## src/sv/rmsd_pkg.sv

```systemverilog
// Package for the running mean and standard deviation block.
// Holds the shared widths, the sequencer state type and the divider request struct.
// Depends on nothing.
package rmsd_pkg;

	localparam int SAMPLE_BITS = 16;
	localparam int COUNT_BITS  = 24;
	localparam int FRAC_BITS   = 16;
	localparam int MEAN_BITS   = SAMPLE_BITS + FRAC_BITS;
	localparam int SUMSQ_BITS  = 64;
	localparam int ROOT_BITS   = SUMSQ_BITS / 2;
	localparam int DIV_CNT_BITS  = $clog2(SUMSQ_BITS + 1);
	localparam int SQRT_CNT_BITS = $clog2(ROOT_BITS + 1);
	localparam int OUT_BITS    = 176;

	localparam logic [COUNT_BITS-1:0] COUNT_MAX = {COUNT_BITS{1'b1}};

	localparam logic ACC_TOTAL  = 1'b0;
	localparam logic ACC_REGION = 1'b1;

	typedef enum logic [3:0] {
		ST_IDLE,
		ST_START,
		ST_DIVQ,
		ST_MUL,
		ST_VSTART,
		ST_DIVV,
		ST_SQRT,
		ST_NEXT,
		ST_DONE
	} state_t;

	typedef struct packed {
		logic                  start;
		logic [SUMSQ_BITS-1:0] dividend;
		logic [COUNT_BITS-1:0] divisor;
	} div_req_t;

endpackage

```

## src/sv/running_mean_stddev.sv

```systemverilog
// Top level of the running mean and standard deviation block.
// Uses rmsd_pkg, rmsd_div and rmsd_sqrt.

// Each request carries a sample and two clear flags; the block updates a total and a
// region Welford accumulator in turn and returns one result with mean, sample standard
// deviation and count of both. The block works on one item at a time, from one request
// to the next. Each accumulator passes through a start state, a divide for the mean step,
// a state to add the product, a state to start the variance divide, a divide for the
// variance, a square root and a state to move on. An accumulator that restarts with this
// sample goes from its start state straight to the move-on state. The block also passes
// through the idle state that takes the request and the state that loads the result.
// s_tready is high only while idle; a finished result waits in the output register
// while the next request is taken, and a result that is still unread holds the
// block in its final state.
module running_mean_stddev (
	input  logic         clk,
	input  logic         arst_n,
	input  logic         s_tvalid,
	output logic         s_tready,
	input  logic [15:0]  s_tdata,  // sample
	input  logic [1:0]   s_tuser,  // new_region, new_total
	output logic         m_tvalid,
	input  logic         m_tready,
	// region_mean, region_sd, region_count, total_mean, total_sd, total_count
	output logic [175:0] m_tdata
);
	import rmsd_pkg::*;

	state_t state_q, state_d;

	logic [MEAN_BITS-1:0]  xq_q;
	logic                  acc_q;
	logic [MEAN_BITS-1:0]  avg_q   [2];
	logic [SUMSQ_BITS-1:0] sumsq_q [2];
	logic [COUNT_BITS-1:0] num_q   [2];
	logic                  empty_q [2];
	logic [ROOT_BITS-1:0]  sd_q    [2];
	logic [MEAN_BITS-1:0]  mag_q;
	logic                  up_q;
	logic [SUMSQ_BITS-1:0] prod_s1;
	logic                  m_tvalid_q;
	logic [OUT_BITS-1:0]   m_tdata_q;

	div_req_t                div_req;
	logic                    div_done;
	logic [SUMSQ_BITS-1:0]   div_quot;
	logic                    sqrt_start;
	logic                    sqrt_done;
	logic [ROOT_BITS-1:0]    sqrt_root;

	logic                    accept;
	logic                    load_out;
	logic [COUNT_BITS-1:0]   num_inc;
	logic [MEAN_BITS-1:0]    avg_cur;
	logic                    up_cur;
	logic [MEAN_BITS-1:0]    mag_cur;
	logic [MEAN_BITS-1:0]    q_cur;
	logic [SUMSQ_BITS:0]     sum_wide;

	assign accept   = s_tvalid && s_tready;
	assign avg_cur  = avg_q[acc_q];
	assign num_inc  = (num_q[acc_q] == COUNT_MAX) ? num_q[acc_q] : num_q[acc_q] + 1'b1;
	assign up_cur   = xq_q >= avg_cur;
	assign mag_cur  = up_cur ? xq_q - avg_cur : avg_cur - xq_q;
	assign q_cur    = div_quot[MEAN_BITS-1:0];
	assign sum_wide = {1'b0, sumsq_q[acc_q]} + {1'b0, prod_s1};

	always_comb begin
		state_d = state_q;
		case (state_q)
			ST_IDLE:   if (s_tvalid) state_d = ST_START;
			ST_START:  state_d = empty_q[acc_q] ? ST_NEXT : ST_DIVQ;
			ST_DIVQ:   if (div_done) state_d = ST_MUL;
			ST_MUL:    state_d = ST_VSTART;
			ST_VSTART: state_d = ST_DIVV;
			ST_DIVV:   if (div_done) state_d = ST_SQRT;
			ST_SQRT:   if (sqrt_done) state_d = ST_NEXT;
			ST_NEXT:   state_d = (acc_q == ACC_REGION) ? ST_DONE : ST_START;
			ST_DONE:   if (!m_tvalid_q || m_tready) state_d = ST_IDLE;
			default:   state_d = ST_IDLE;
		endcase
	end

	always_comb begin
		s_tready         = 1'b0;
		load_out         = 1'b0;
		sqrt_start       = 1'b0;
		div_req.start    = 1'b0;
		div_req.dividend = {{(SUMSQ_BITS-MEAN_BITS){1'b0}}, mag_cur};
		div_req.divisor  = num_inc;
		case (state_q)
			ST_IDLE:   s_tready = 1'b1;
			ST_START:  div_req.start = !empty_q[acc_q];
			ST_VSTART: begin
				div_req.start    = 1'b1;
				div_req.dividend = sumsq_q[acc_q];
				div_req.divisor  = num_q[acc_q] - 1'b1;
			end
			ST_DIVV:   sqrt_start = div_done;
			ST_DONE:   load_out = !m_tvalid_q || m_tready;
			default:   ;
		endcase
	end

	always_ff @(posedge clk or negedge arst_n) begin
		if (!arst_n) begin
			state_q    <= ST_IDLE;
			acc_q      <= ACC_TOTAL;
			m_tvalid_q <= 1'b0;
			for (int i = 0; i < 2; i++) begin
				avg_q[i]   <= '0;
				sumsq_q[i] <= '0;
				num_q[i]   <= '0;
				empty_q[i] <= 1'b1;
				sd_q[i]    <= '0;
			end
		end else begin
			state_q <= state_d;
			if (load_out)
				m_tvalid_q <= 1'b1;
			else if (m_tready)
				m_tvalid_q <= 1'b0;
			case (state_q)
				ST_IDLE: if (accept) begin
					acc_q <= ACC_TOTAL;
					if (s_tuser[1]) empty_q[ACC_TOTAL]  <= 1'b1;
					if (s_tuser[0]) empty_q[ACC_REGION] <= 1'b1;
				end
				ST_START: begin
					if (empty_q[acc_q]) begin
						avg_q[acc_q]   <= xq_q;
						sumsq_q[acc_q] <= '0;
						num_q[acc_q]   <= COUNT_BITS'(1);
						empty_q[acc_q] <= 1'b0;
						sd_q[acc_q]    <= '0;
					end else begin
						num_q[acc_q] <= num_inc;
					end
				end
				ST_DIVQ: if (div_done)
					avg_q[acc_q] <= up_q ? avg_cur + q_cur : avg_cur - q_cur;
				ST_MUL:
					sumsq_q[acc_q] <= sum_wide[SUMSQ_BITS] ? {SUMSQ_BITS{1'b1}}
					                                       : sum_wide[SUMSQ_BITS-1:0];
				ST_SQRT: if (sqrt_done) sd_q[acc_q] <= sqrt_root;
				ST_NEXT: acc_q <= ACC_REGION;
				default: ;
			endcase
		end
	end

	// Payload registers: sample, mean difference, product and result.
	always_ff @(posedge clk) begin
		if (accept)
			xq_q <= {s_tdata[SAMPLE_BITS-1:0], {FRAC_BITS{1'b0}}};
		if (state_q == ST_START) begin
			mag_q <= mag_cur;
			up_q  <= up_cur;
		end
		// The new mean lies between the old mean and the sample, so the product is exact.
		if (state_q == ST_DIVQ && div_done)
			prod_s1 <= mag_q * (mag_q - q_cur);
		if (load_out)
			m_tdata_q <= {num_q[ACC_TOTAL], sd_q[ACC_TOTAL], avg_q[ACC_TOTAL],
			              num_q[ACC_REGION], sd_q[ACC_REGION], avg_q[ACC_REGION]};
	end

	rmsd_div u_div (
		.clk      (clk),
		.arst_n   (arst_n),
		.req      (div_req),
		.done     (div_done),
		.quot     (div_quot)
	);

	rmsd_sqrt u_sqrt (
		.clk      (clk),
		.arst_n   (arst_n),
		.start    (sqrt_start),
		.radicand (div_quot),
		.done     (sqrt_done),
		.root     (sqrt_root)
	);

	assign m_tvalid = m_tvalid_q;
	assign m_tdata  = m_tdata_q;

endmodule

```

## src/sv/rmsd_div.sv

```systemverilog
// Shared restoring divider, one quotient bit per cycle.
// Used for the mean step and for the variance of both accumulators; uses rmsd_pkg.
module rmsd_div (
	input  logic                           clk,
	input  logic                           arst_n,
	input  rmsd_pkg::div_req_t             req,
	output logic                           done,
	output logic [rmsd_pkg::SUMSQ_BITS-1:0] quot
);
	import rmsd_pkg::*;

	logic [COUNT_BITS-1:0]   rem_q;
	logic [COUNT_BITS-1:0]   dsr_q;
	logic [SUMSQ_BITS-1:0]   quo_q;
	logic [DIV_CNT_BITS-1:0] cnt_q;
	logic                    done_q;
	logic [COUNT_BITS:0]     trial;
	logic                    fits;

	assign trial = {rem_q, quo_q[SUMSQ_BITS-1]};
	assign fits  = trial >= {1'b0, dsr_q};

	always_ff @(posedge clk or negedge arst_n) begin
		if (!arst_n) begin
			cnt_q  <= '0;
			done_q <= 1'b0;
		end else begin
			done_q <= 1'b0;
			if (req.start) begin
				cnt_q <= DIV_CNT_BITS'(SUMSQ_BITS);
			end else if (cnt_q != '0) begin
				cnt_q  <= cnt_q - 1'b1;
				done_q <= (cnt_q == DIV_CNT_BITS'(1));
			end
		end
	end

	always_ff @(posedge clk) begin
		if (req.start) begin
			rem_q <= '0;
			dsr_q <= req.divisor;
			quo_q <= req.dividend;
		end else if (cnt_q != '0) begin
			rem_q <= fits ? COUNT_BITS'(trial - {1'b0, dsr_q}) : trial[COUNT_BITS-1:0];
			quo_q <= {quo_q[SUMSQ_BITS-2:0], fits};
		end
	end

	assign done = done_q;
	assign quot = quo_q;

endmodule

```

## src/sv/rmsd_sqrt.sv

```systemverilog
// Integer square root by digit recurrence, one root bit per cycle.
// Returns floor(sqrt(radicand)); uses rmsd_pkg.
module rmsd_sqrt (
	input  logic                            clk,
	input  logic                            arst_n,
	input  logic                            start,
	input  logic [rmsd_pkg::SUMSQ_BITS-1:0] radicand,
	output logic                            done,
	output logic [rmsd_pkg::ROOT_BITS-1:0]  root
);
	import rmsd_pkg::*;

	logic [SUMSQ_BITS-1:0]    rad_q;
	logic [ROOT_BITS+1:0]     rem_q;
	logic [ROOT_BITS-1:0]     root_q;
	logic [SQRT_CNT_BITS-1:0] cnt_q;
	logic                     done_q;
	logic [ROOT_BITS+3:0]     trial;
	logic [ROOT_BITS+3:0]     sub;
	logic                     fits;

	assign trial = {rem_q, rad_q[SUMSQ_BITS-1:SUMSQ_BITS-2]};
	assign sub   = {2'b00, root_q, 2'b01};
	assign fits  = trial >= sub;

	always_ff @(posedge clk or negedge arst_n) begin
		if (!arst_n) begin
			cnt_q  <= '0;
			done_q <= 1'b0;
		end else begin
			done_q <= 1'b0;
			if (start) begin
				cnt_q <= SQRT_CNT_BITS'(ROOT_BITS);
			end else if (cnt_q != '0) begin
				cnt_q  <= cnt_q - 1'b1;
				done_q <= (cnt_q == SQRT_CNT_BITS'(1));
			end
		end
	end

	always_ff @(posedge clk) begin
		if (start) begin
			rad_q  <= radicand;
			rem_q  <= '0;
			root_q <= '0;
		end else if (cnt_q != '0) begin
			rad_q  <= {rad_q[SUMSQ_BITS-3:0], 2'b00};
			// The remainder stays below twice the root plus one, so the top bits drop.
			rem_q  <= fits ? (ROOT_BITS+2)'(trial - sub) : trial[ROOT_BITS+1:0];
			root_q <= {root_q[ROOT_BITS-2:0], fits};
		end
	end

	assign done = done_q;
	assign root = root_q;

endmodule

```

## config.mk

```make
export PLATFORM = sky130hd
export DESIGN_NAME = running_mean_stddev
export DESIGN_NICKNAME = d
export VERILOG_FILES = /design/src/sv/rmsd_pkg.sv /design/src/sv/running_mean_stddev.sv /design/src/sv/rmsd_div.sv /design/src/sv/rmsd_sqrt.sv
export SDC_FILE = /design/constraint.sdc
export NUM_CORES = 2
export LEC_CHECK = 0
export BUFFER_PORTS_ARGS = -buffer_cell sky130_fd_sc_hd__buf_2
export CELL_PAD_IN_SITES_DETAIL_PLACEMENT = 0
export CELL_PAD_IN_SITES_GLOBAL_PLACEMENT = 1
export CORE_UTILIZATION = 55
export CTS_BUF_LIST = sky130_fd_sc_hd__clkbuf_16
export CTS_CLUSTER_DIAMETER = 30
export CTS_CLUSTER_SIZE = 8
export DETAILED_ROUTE_END_ITERATION = 8
export GPL_ROUTABILITY_DRIVEN = 1
export PLACE_DENSITY = 0.95
export SLEW_MARGIN = 40
export SYNTH_ARGS = -nofsm -noshare
export SYNTH_HDL_FRONTEND = slang
export SYNTH_HIERARCHICAL = 1
export SYNTH_SLANG_ARGS = --single-unit
```

## constraint.sdc

```tcl
create_clock -name clk -period 21.5 [get_ports clk]
set_input_delay 4.3 -clock clk [delete_from_list [all_inputs] [get_ports clk]]
set_output_delay 4.3 -clock clk [all_outputs]
set_load 0.01 [all_outputs]
```

==> results.json <==
{
  "dieArea_um2": 149500,
  "syn-num-nets": 9942,
  "h-tree-depth": 4,
  "post_cts_buffers": 0,
  "nNetsFinal": 9988,
  "synth_area_um2": 81390,
  "drive_gt1_share_pct": 10.50,
  "drv_cap": 0,
  "ys_seq_elements": 858,
  "cp_slowest_cell": "fa_1",
  "drtAntennaViolNets": 0,
  "initialDrtViolationCount": 5526,
  "critical_path.most_common_cell": "fa_1",
  "io_pins": 200,
  "crit_path_end_kind": "flop",
  "grt.busiest_layer": "met2",
  "hpwlAfterDp_um": 175000,
  "fp.dieH_um": 386.7,
  "vias_per_cell": 5.932,
  "wl_per_cell_um": 22.22,
  "worstPathArrival_ns": 12.02,
  "grt_pass1_vias": 64690,
  "drt_first_pass_iters": 6,
  "gp_congestion": 0.9938,
  "max_freq_mhz": 86.89,
  "path_clk_slew_ns": 0.05,
  "finClkSkew_ns": 0.05885,
  "syn_inst": 8473,
  "grtUsageMet2_pct": 51.18,
  "setup_viol": 0,
  "synth.avg_cell_area_um2": 9.606,
  "finalSetupTns_ns": 0,
  "rsz0062_at_grt": "no",
  "clockRootBuffer": "clkbuf_16",
  "met3_usage_pct": 4.973,
  "worstSkewPairLatency_ns": 0.80,
  "ys_async_sr_fraction_pct": 38.11,
  "rows": 140,
  "syn2layout_area_growth_pct": 10.82,
  "tritoncts": "built",
  "ys_types": 108,
  "cts.sinks": 858,
  "synth-main-ff-cell": "edfxtp_1",
  "required_ns": 22.01,
  "drc": 0,
  "layout_setup_ws_ns": 9.992,
  "track_usage_pct": 31.42,
  "tightest_slew_ns": 1.024,
  "grt_pass1_wl_um": 368000,
  "port_buffers": 199,
  "path_buf_inv": 6,
  "fin_crit_ns": 11.51,
  "critical_path.top_delay_family": "adder cells",
  "path_class": "reg2reg",
  "vias": 62780,
  "slew-limit-headroom_pct": 31.26,
  "status": "finished clean",
  "drt_wl_total_um": 235200,
  "synth_area_leaders": "fa_1 23%, edfxtp_1 16%, dfrtp_1 10%, ha_1 7.9%, nand2_1 5.6%",
  "grt_overflow": 0,
  "startpoint_type": "flop",
  "worst-path-max-fanout": 31,
  "worst_hold_path_type": "reg2reg",
  "synth-seq-area-share_pct": 28.54,
  "synth_enable_flop_cells": 441,
  "antenna_found_initial": 16,
  "post-route-period-util_pct": 53.53,
  "yosysMostFrequentCell": "nand2_1",
  "use_met1_pct": 42.43,
  "start_util_pct": 55.65,
  "synthTopCellsByCount": "1,208 x nand2_1, 1,197 x inv_1, 933 x fa_1",
  "ctsHoldBuffers": 0,
  "dieWidth_um": 386.7,
  "grt_max_degree": 177,
  "yosys_warnings": 6,
  "pre_cts_ws_ns": 10.11,
  "slew_violations": 0,
  "synth_top_area_share_pct": 22.95,
  "cpPeakStageDelay_ns": 0.57,
  "cts_buffer_depth": 3,
  "hold_violations": 0,
  "postCtsResizedCells": 0,
  "numCtsBuffers": 168,
  "whs_ns": 0.4436,
  "synth.largest_area_cell": "fa_1",
  "core_area_um2": 146300
}
## final timing paths
path                                     startpoint                       end  slack, ns  cells after the start
worst min register to register  sd_q[4]$_DFFE_PN0P_     m_tdata[36]$_DFFE_PP_       0.44                      0
worst max register to register   mag_q[0]$_DFFE_PP_     prod_s1[58]$_DFFE_PP_       9.99                     37
worst max-delay path             mag_q[0]$_DFFE_PP_     prod_s1[58]$_DFFE_PP_       9.99                     37
min in group asynchronous                    arst_n       sd_q[8]$_DFFE_PN0P_       3.39                      1
max in group asynchronous                    arst_n  sumsq_q[109]$_DFFE_PN0P_      16.11                      4
worst min-delay path            sd_q[4]$_DFFE_PN0P_     m_tdata[36]$_DFFE_PP_       0.44                      0
## logic make-up (layout without fill, tap and decap cells)
family | count (synthesis) | count (layout) | share of synthesized area [%]
multiplexers | 294 | 294 | 3.980
other | 0 | 2 | 0
AND/OR/NAND/NOR | 2547 | 2547 | 14.75
AO/OA/AOI/OAI | 1377 | 1377 | 10.81
adder cells (fa/ha/maj) | 1447 | 1447 | 30.85
XOR/XNOR | 312 | 312 | 3.357
flip-flops | 858 | 858 | 28.54
buffers and inverters | 1638 | 1829 | 7.708
## placed cells by master (no fill, tap or decap), types with 23 or more instances in the layout
master / synthesis / final
and3_1: 45 / 44
buf_2: 37 / 198
nand3_1: 93 / 93
clkbuf_16: 0 / 170
a21o_1: 127 / 127
inv_1: 1197 / 1247
nand4_1: 63 / 63
fa_1: 933 / 932
nor2_1: 343 / 339
buf_4: 10 / 94
o21a_1: 48 / 48
a211oi_1: 40 / 40
nor2b_1: 93 / 91
mux2_2: 227 / 227
mux2i_1: 66 / 66
o211ai_1: 23 / 23
o22ai_1: 44 / 44
nand2b_1: 72 / 72
xor2_1: 99 / 90
and2_1: 420 / 420
o31ai_1: 35 / 34
a21oi_1: 325 / 325
nor3_1: 72 / 70
ha_1: 514 / 513
nand2_1: 1208 / 1207
edfxtp_1: 441 / 441
dfrtp_1: 325 / 324
o21bai_1: 33 / 33
o21ai_0: 402 / 401
clkinv_1: 1 / 23
xnor2_1: 213 / 188
dfxtp_1: 90 / 90
a31oi_1: 56 / 56
a22o_1: 55 / 55
## stage by stage
step / util (%) / cells / instance area [um^2]
after global routing: 61.67 / 10580 / 90200
final: 61.67 / 10580 / 90200
after detailed placement: 57.68 / 10260 / 84370
after global placement: 57.54 / 10250 / 84170
after CTS: 61.55 / 10580 / 90030
after floorplan: - / 8473 / 81390
## sequential cells by signal (all words and copies together) (netlist names)
signal	count
sd_q	64
u_sqrt/root	32
xq_q	16
u_sqrt/cnt_q	6
u_div/done	1
sumsq_q	128
up_q	1
empty_q	2
state_q	4
u_sqrt/done	1
m_tvalid	1
u_div/rem_q	24
avg_q	64
u_div/quot	64
u_div/cnt_q	7
acc_q	1
prod_s1	64
u_sqrt/rad_q	64
m_tdata	176
u_sqrt/rem_q	34
mag_q	32
num_q	48
u_div/dsr_q	24
## layout make-up
class / count / area, um^2
antenna: 2 / 5.005
clock buffer: 169 / 4229
clock inverter: 146 / 1435
fill: 11830 / 56060
inverter: 1199 / 4502
multi-input combinational: 5977 / 52330
sequential: 858 / 23230
tap: 1917 / 2399
timing repair buffer: 315 / 2068
## per-layer routing
metal | wire (um) | up-vias
met4 | 8198 | 6
met1 | 97090 | 31640
li1 | - | 27870
met3 | 19250 | 467
met5 | 45 | -
met2 | 110600 | 2797
Power is not shown: default switching activity piles up to over one toggle a cycle in this logic, so the estimate is an artifact.
